$ cat src/hdl/b64e_pkg.sv
// shared types, constants and the alphabet lookup for the base64 stream encoder
package b64e_pkg;

    // message size bound and derived length limit
    localparam int unsigned MaxMessageBytes = 65536;
    localparam int unsigned LenFieldMax     = 131071;
    localparam int unsigned LenLimitRaw     = ((MaxMessageBytes + 2) / 3) * 4;
    localparam int unsigned LenLimit        = (LenLimitRaw > LenFieldMax) ?
                                              LenFieldMax : LenLimitRaw;

    localparam int unsigned LenW    = 17;
    localparam int unsigned GroupsW = 15;

    localparam logic [LenW-1:0]    LEN_LIMIT  = LenW'(LenLimit);
    localparam logic [GroupsW-1:0] GROUPS_MAX = '1;

    // characters
    localparam logic [7:0] PAD_CHAR     = 8'd61;   // '='
    localparam logic [7:0] CHAR62_RESET = 8'd45;   // '-'
    localparam logic [7:0] CHAR63_RESET = 8'd126;  // '~'

    // configuration register indexes
    typedef enum logic [0:0] {
        CFG_CHAR_SIXTY_TWO   = 1'b0,
        CFG_CHAR_SIXTY_THREE = 1'b1
    } cfg_index_t;

    // one finished group of four characters
    typedef struct packed {
        logic [3:0][7:0] chars;      // chars[0] goes out first
        logic            msg_end;
        logic [LenW-1:0] length;
    } group_t;

    // six-bit value to alphabet character
    function automatic logic [7:0] map_six(input logic [5:0] v,
                                           input logic [7:0] c62,
                                           input logic [7:0] c63);
        logic [7:0] r;
        case (v) inside
            [6'd0:6'd25]:  r = 8'd65 + {2'b00, v};
            [6'd26:6'd51]: r = 8'd97 + ({2'b00, v} - 8'd26);
            [6'd52:6'd61]: r = 8'd48 + ({2'b00, v} - 8'd52);
            6'd62:         r = c62;
            default:       r = c63;
        endcase
        return r;
    endfunction

endpackage

$ cat src/hdl/base64_stream_encoder.sv
// top level of the base64 stream encoder
// latency: a group's first character is valid the cycle after the byte that completes it
// throughput: one character per cycle out while out_ready is high; the output register holds one group, so
//   input bytes wait while that register holds a group whose last character has not yet been taken
// every byte, whether or not it completes a group, is taken only while the output register can load
// reset clears pending bytes, group count and the output register's valid flag and index; alphabet tail goes to '-' '~'
module base64_stream_encoder (
    input  logic                        clk,
    input  logic                        rst_n,
    input  logic                        cfg_valid,
    output logic                        cfg_ready,
    input  logic [0:0]                  cfg_index,
    input  logic [7:0]                  cfg_data,
    input  logic                        in_valid,
    output logic                        in_ready,
    input  logic [7:0]                  data_byte,
    input  logic                        last_byte,
    output logic                        out_valid,
    input  logic                        out_ready,
    output logic [7:0]                  out_char,
    output logic                        group_end,
    output logic                        message_end,
    output logic [b64e_pkg::LenW-1:0]   encoded_length
);

    logic [7:0]                     c62_reg;
    logic [7:0]                     c63_reg;
    logic [15:0]                    pend_reg, pend_next;
    logic [1:0]                     cnt_reg, cnt_next;
    logic [b64e_pkg::GroupsW-1:0]   groups_reg, groups_next;

    logic                           accept;
    logic                           complete;
    logic                           load;
    logic                           can_load;
    logic [1:0]                     cnt_new;
    logic [23:0]                    word;
    logic [b64e_pkg::LenW:0]        len_full;
    b64e_pkg::group_t               grp;

    // configuration writes
    assign cfg_ready = 1'b1;

    always_ff @(posedge clk or negedge rst_n)
    begin
        if (!rst_n)
        begin
            c62_reg <= b64e_pkg::CHAR62_RESET;
            c63_reg <= b64e_pkg::CHAR63_RESET;
        end
        else if (cfg_valid)
        begin
            case (cfg_index)
                b64e_pkg::CFG_CHAR_SIXTY_TWO:   c62_reg <= cfg_data;
                b64e_pkg::CFG_CHAR_SIXTY_THREE: c63_reg <= cfg_data;
                default:                        c63_reg <= cfg_data;
            endcase
        end
    end

    // input request
    assign in_ready = can_load;
    assign accept   = in_valid && in_ready;

    // assemble the group left-aligned in 24 bits
    always_comb
    begin
        case (cnt_reg)
            2'd0:    word = {data_byte, 16'h0000};
            2'd1:    word = {pend_reg[15:8], data_byte, 8'h00};
            default: word = {pend_reg, data_byte};
        endcase
    end

    assign cnt_new  = (cnt_reg == 2'd0) ? 2'd1 : ((cnt_reg == 2'd1) ? 2'd2 : 2'd3);
    assign complete = (cnt_new == 2'd3) || last_byte;
    assign load     = accept && complete;

    // length of the whole message, saturating
    assign len_full = {1'b0, groups_reg, 2'b00} + 18'd4;

    // four characters of the group
    always_comb
    begin
        grp.chars[0] = b64e_pkg::map_six(word[23:18], c62_reg, c63_reg);
        grp.chars[1] = b64e_pkg::map_six(word[17:12], c62_reg, c63_reg);
        grp.chars[2] = (cnt_new >= 2'd2) ?
                       b64e_pkg::map_six(word[11:6], c62_reg, c63_reg) : b64e_pkg::PAD_CHAR;
        grp.chars[3] = (cnt_new == 2'd3) ?
                       b64e_pkg::map_six(word[5:0], c62_reg, c63_reg) : b64e_pkg::PAD_CHAR;
        grp.msg_end  = last_byte;
        grp.length   = (len_full > {1'b0, b64e_pkg::LEN_LIMIT}) ?
                       b64e_pkg::LEN_LIMIT : len_full[b64e_pkg::LenW-1:0];
    end

    // pending bytes and group count
    always_comb
    begin
        pend_next   = pend_reg;
        cnt_next    = cnt_reg;
        groups_next = groups_reg;
        if (accept)
        begin
            if (complete)
            begin
                pend_next = 16'h0000;
                cnt_next  = 2'd0;
                if (last_byte)
                begin
                    groups_next = '0;
                end
                else if (groups_reg != b64e_pkg::GROUPS_MAX)
                begin
                    groups_next = groups_reg + 1'b1;
                end
            end
            else
            begin
                pend_next = word[23:8];
                cnt_next  = cnt_new;
            end
        end
    end

    always_ff @(posedge clk or negedge rst_n)
    begin
        if (!rst_n)
        begin
            pend_reg   <= 16'h0000;
            cnt_reg    <= 2'd0;
            groups_reg <= '0;
        end
        else
        begin
            pend_reg   <= pend_next;
            cnt_reg    <= cnt_next;
            groups_reg <= groups_next;
        end
    end

    // output group register
    b64e_out_buf u_out_buf (
        .clk            (clk),
        .rst_n          (rst_n),
        .load           (load),
        .grp            (grp),
        .can_load       (can_load),
        .out_valid      (out_valid),
        .out_ready      (out_ready),
        .out_char       (out_char),
        .group_end      (group_end),
        .message_end    (message_end),
        .encoded_length (encoded_length)
    );

endmodule

$ cat src/hdl/b64e_out_buf.sv
// output group register that sends four characters one per request
module b64e_out_buf (
    input  logic                        clk,
    input  logic                        rst_n,
    input  logic                        load,
    input  b64e_pkg::group_t            grp,
    output logic                        can_load,
    output logic                        out_valid,
    input  logic                        out_ready,
    output logic [7:0]                  out_char,
    output logic                        group_end,
    output logic                        message_end,
    output logic [b64e_pkg::LenW-1:0]   encoded_length
);

    logic             valid_reg, valid_next;
    logic [1:0]       idx_reg, idx_next;
    b64e_pkg::group_t grp_reg;
    logic             pop;
    logic             pop_last;

    // handshake on the output side
    assign pop      = valid_reg && out_ready;
    assign pop_last = pop && (idx_reg == 2'd3);
    assign can_load = !valid_reg || pop_last;

    // occupancy and character index
    always_comb
    begin
        valid_next = valid_reg;
        idx_next   = idx_reg;
        if (pop)
        begin
            idx_next = idx_reg + 2'd1;
        end
        if (pop_last)
        begin
            valid_next = 1'b0;
        end
        if (load)
        begin
            valid_next = 1'b1;
            idx_next   = 2'd0;
        end
    end

    always_ff @(posedge clk or negedge rst_n)
    begin
        if (!rst_n)
        begin
            valid_reg <= 1'b0;
            idx_reg   <= 2'd0;
        end
        else
        begin
            valid_reg <= valid_next;
            idx_reg   <= idx_next;
        end
    end

    // group payload
    always_ff @(posedge clk)
    begin
        if (load)
        begin
            grp_reg <= grp;
        end
    end

    // current character
    assign out_valid      = valid_reg;
    assign out_char       = grp_reg.chars[idx_reg];
    assign group_end      = (idx_reg == 2'd3);
    assign message_end    = (idx_reg == 2'd3) && grp_reg.msg_end;
    assign encoded_length = message_end ? grp_reg.length : '0;

endmodule

$ cat config.mk
export PLATFORM = sky130hd
export DESIGN_NAME = base64_stream_encoder
export DESIGN_NICKNAME = d
export VERILOG_FILES = /design/src/hdl/b64e_pkg.sv /design/src/hdl/base64_stream_encoder.sv /design/src/hdl/b64e_out_buf.sv
export SDC_FILE = /design/constraint.sdc
export NUM_CORES = 1
export LEC_CHECK = 0
export BUFFER_PORTS_ARGS = -buffer_cell sky130_fd_sc_hd__clkbuf_2
export CAP_MARGIN = 20
export CELL_PAD_IN_SITES_DETAIL_PLACEMENT = 1
export CELL_PAD_IN_SITES_GLOBAL_PLACEMENT = 2
export CORE_UTILIZATION = 39
export DETAILED_ROUTE_END_ITERATION = 7
export PLACE_DENSITY_LB_ADDON = 0.1
export SLEW_MARGIN = 20
export SYNTH_ARGS = -nofsm -noshare
export SYNTH_HDL_FRONTEND = slang
export SYNTH_SLANG_ARGS = --single-unit
$ cat constraint.sdc
create_clock -name clk -period 4.7 [get_ports clk]
set_input_delay 0.94 -clock clk [delete_from_list [all_inputs] [get_ports clk]]
set_output_delay 0.94 -clock clk [all_outputs]
set_load 0.1 [all_outputs]
==> results.json <==
{
  "status": "finished clean",
  "crit_type": "reg2reg",
  "start_kind": "flop",
  "ir_worst_vdd_mv": 0.2166,
  "synth_top_area_share": 0.1861,
  "drt_iter0_drc": 416,
  "switching_share": 0.4940,
  "r2r_start": "groups_reg[0]$_DFFE_PN0P_",
  "yosysTopAreaCell": "edfxtp_1",
  "drt.antenna.violating_nets": 0,
  "synth_common_cells": "92 x nand2_1, 58 x o21ai_0, 48 x edfxtp_1, 43 x nor2_1, 42 x dfrtp_1",
  "row_count": 51,
  "critPathCaptureType": "flop",
  "place_area_um2": 8174,
  "grt_usage": 0.2604,
  "insertion_delay_ns": 0.35,
  "grt-ovfl-total": 0,
  "grt_max_degree": 33,
  "fin_util": 0.4366,
  "synth_most_common_cell": "nand2_1",
  "startpoint": "groups_reg[0]$_DFFE_PN0P_",
  "area_growth_pct": 9.708,
  "grt_first_pass_wirelength_mm": 39.83,
  "cts_root_buf": "clkbuf_16",
  "die_w_um": 142.9,
  "fp.dieH_um": 142.9,
  "postSynthAreaPerCell_um2": 9.344,
  "critPathMaxFanout": 11,
  "drv_slew": 0,
  "endpoint": "u_out_buf.grp_reg[2]$_SDFFCE_PN0P_",
  "required_ns": 4.78,
  "wl_per_cell_um": 22.65,
  "drc": 0,
  "ys.flop_type": "edfxtp_1",
  "power.internal_uw": 2533,
  "pre_cts_ws_ns": 1.139,
  "final_nets": 903,
  "io_buffers": 49,
  "p_comb_frac": 0.545,
  "gp_congestion": 0.8775,
  "finalClockSkew_ns": 0.009828,
  "finalSetupViolCount": 0,
  "postCtsResizedCells": 0,
  "synth_area_leaders": "edfxtp_1 19%, dfrtp_1 14%, ha_1 5.5%",
  "ys_seq_elements": 100,
  "period_share": 0.7192,
  "totalWireLength_mm": 25.27,
  "antenna_cells": 0,
  "hold_buffers": 0,
  "ioPinCount": 53,
  "hold_path_class": "reg2reg",
  "fmax_mhz": 295.8,
  "p_total_uw": 5005,
  "vias": 6637,
  "dr.pass1.iters": 5,
  "numCtsBuffers": 9,
  "grt_pass1_vias": 6722,
  "cts_tree": "done",
  "core-area_um2": 19460,
  "pwr-share-seq": 0.290,
  "layout_min_cycle_time_ns": 3.380,
  "tns_ns": 0,
  "rrSetupSlack_ns": 1.32,
  "via_per_inst": 5.947,
  "arrival_ns": 3.46,
  "hold_viol_final": 0,
  "hpwl_mm": 19.19,
  "antenna_found_initial": 0,
  "total_leakage_power_uw": 0.003353,
  "synth_edf_count": 48,
  "syn_area_um2": 7746,
  "drive_gt1_frac": 0.1751,
  "pwr-share-clk": 0.165,
  "worst_r2r_path_depth": 7,
  "rsz0062_at_grt": "no",
  "reg2reg_to": "u_out_buf.grp_reg[2]$_SDFFCE_PN0P_",
  "max_cap_violations": 0,
  "power.density_nw_per_um2": 589.0,
  "ys_seq_area_frac": 0.3557,
  "synthArstFlopShare": 0.5200,
  "clk_pin_slew_ns": 0.07,
  "final_area_um2": 8498,
  "max_slew_margin": 0.4501,
  "cts_sinks": 100,
  "die_area_um2": 20430,
  "synth.distinct_cells": 91,
  "tightest_slew_ns": 0.8041,
  "post-cts-setup-buffer-count": 0,
  "setup_slack_ns": 1.320,
  "ys_warn_count": 0,
  "cts_buffer_depth": 2,
  "h-tree-depth": 3,
  "synthCells": 829,
  "p_switching_uw": 2473,
  "start_util": 0.3980,
  "largest_reg_flops": 48,
  "fillCellCount": 2252
}
## power groups by stage
stage | logic, µW | registers [µW] | clock network [µW]
5_1_grt | 2970 | 1480 | 870
3_5_place_dp | 2710 | 1470 | 0
2_1_floorplan | 2170 | 1310 | 0
6_report | 2730 | 1450 | 827
4_1_cts | 2720 | 1450 | 846
3_3_place_gp | 2660 | 1460 | 0
## per-stage QoR
stage,instances,hold WS [ns]
after floorplan,830,0.4478
after global placement,1100,0.4613
after detailed placement,1100,0.4659
after CTS,1116,0.4805
after global routing,1116,0.5222
final,1116,0.4764
## cell families after synthesis
| family | synth area share |
|---|---|
| AND/OR/NAND/NOR | 0.1816 |
| other | 0.0009695 |
| multiplexers | 0.1073 |
| adder cells (fa/ha/maj) | 0.05621 |
| AO/OA/AOI/OAI | 0.2030 |
| flip-flops | 0.3557 |
| buffers and inverters | 0.04894 |
| XOR/XNOR | 0.04636 |
## layout make-up
| class | count | area, µm² | share of cell area |
|---|---|---|---|
| clock buffers | 10 | 239.0 | 0.02812 |
| clock inverters | 6 | 85.08 | 0.01001 |
| inverters | 24 | 90.09 | 0.01060 |
| multi-input cells | 645 | 4623 | 0.5440 |
| flip-flops and latches | 100 | 2756 | 0.3244 |
| well taps | 265 | 331.6 | 0.03902 |
| repair buffers | 66 | 372.9 | 0.04388 |
## how the worst min path moves through the flow
stage,startpoint,to,cells after the start
4_1_cts,pend_reg[11]$_DFFE_PN0P_,pend_reg[11]$_DFFE_PN0P_,2
6_report,pend_reg[11]$_DFFE_PN0P_,pend_reg[11]$_DFFE_PN0P_,2
5_1_grt,pend_reg[10]$_DFFE_PN0P_,pend_reg[10]$_DFFE_PN0P_,2
3_5_place_dp,pend_reg[11]$_DFFE_PN0P_,pend_reg[11]$_DFFE_PN0P_,2
3_3_place_gp,pend_reg[10]$_DFFE_PN0P_,pend_reg[10]$_DFFE_PN0P_,2
2_1_floorplan,pend_reg[10]$_DFFE_PN0P_,pend_reg[10]$_DFFE_PN0P_,2
## layer usage
metal,vias up,GRT usage,share of wire
met2,160,0.3936,0.43
met1,3336,0.3850,0.51
met5,-,0,0
met4,0,0.07187,0.018
li1,3109,-,-
met3,32,0.03488,0.038
## cells in the final DEF (no fill, tap or decap), types with 19 or more instances in the layout
| cell | synthesis | layout |
|---|---|---|
| mux2i_1 | 38 | 38 |
| dfrtp_1 | 42 | 41 |
| nand2_1 | 92 | 92 |
| mux2_2 | 24 | 24 |
| o31ai_1 | 19 | 19 |
| and3_1 | 19 | 19 |
| o21ai_0 | 58 | 58 |
| edfxtp_1 | 48 | 48 |
| a21oi_1 | 33 | 33 |
| inv_1 | 24 | 24 |
| ha_1 | 34 | 34 |
| nand3_1 | 29 | 29 |
| clkbuf_2 | 2 | 49 |
| nor2_1 | 43 | 42 |
| xnor2_1 | 24 | 24 |
## critical path: stages, from the launching register on
cell and delay, ns:
dfrtp_1 0.57, ha_1 0.44, nand3_2 0.29, or4_1 0.59, a221oi_1 0.30, nand4b_1 0.29, o211ai_2 0.49, a21oi_1 0.13
Note: power is estimated with default switching activity, not from simulation.
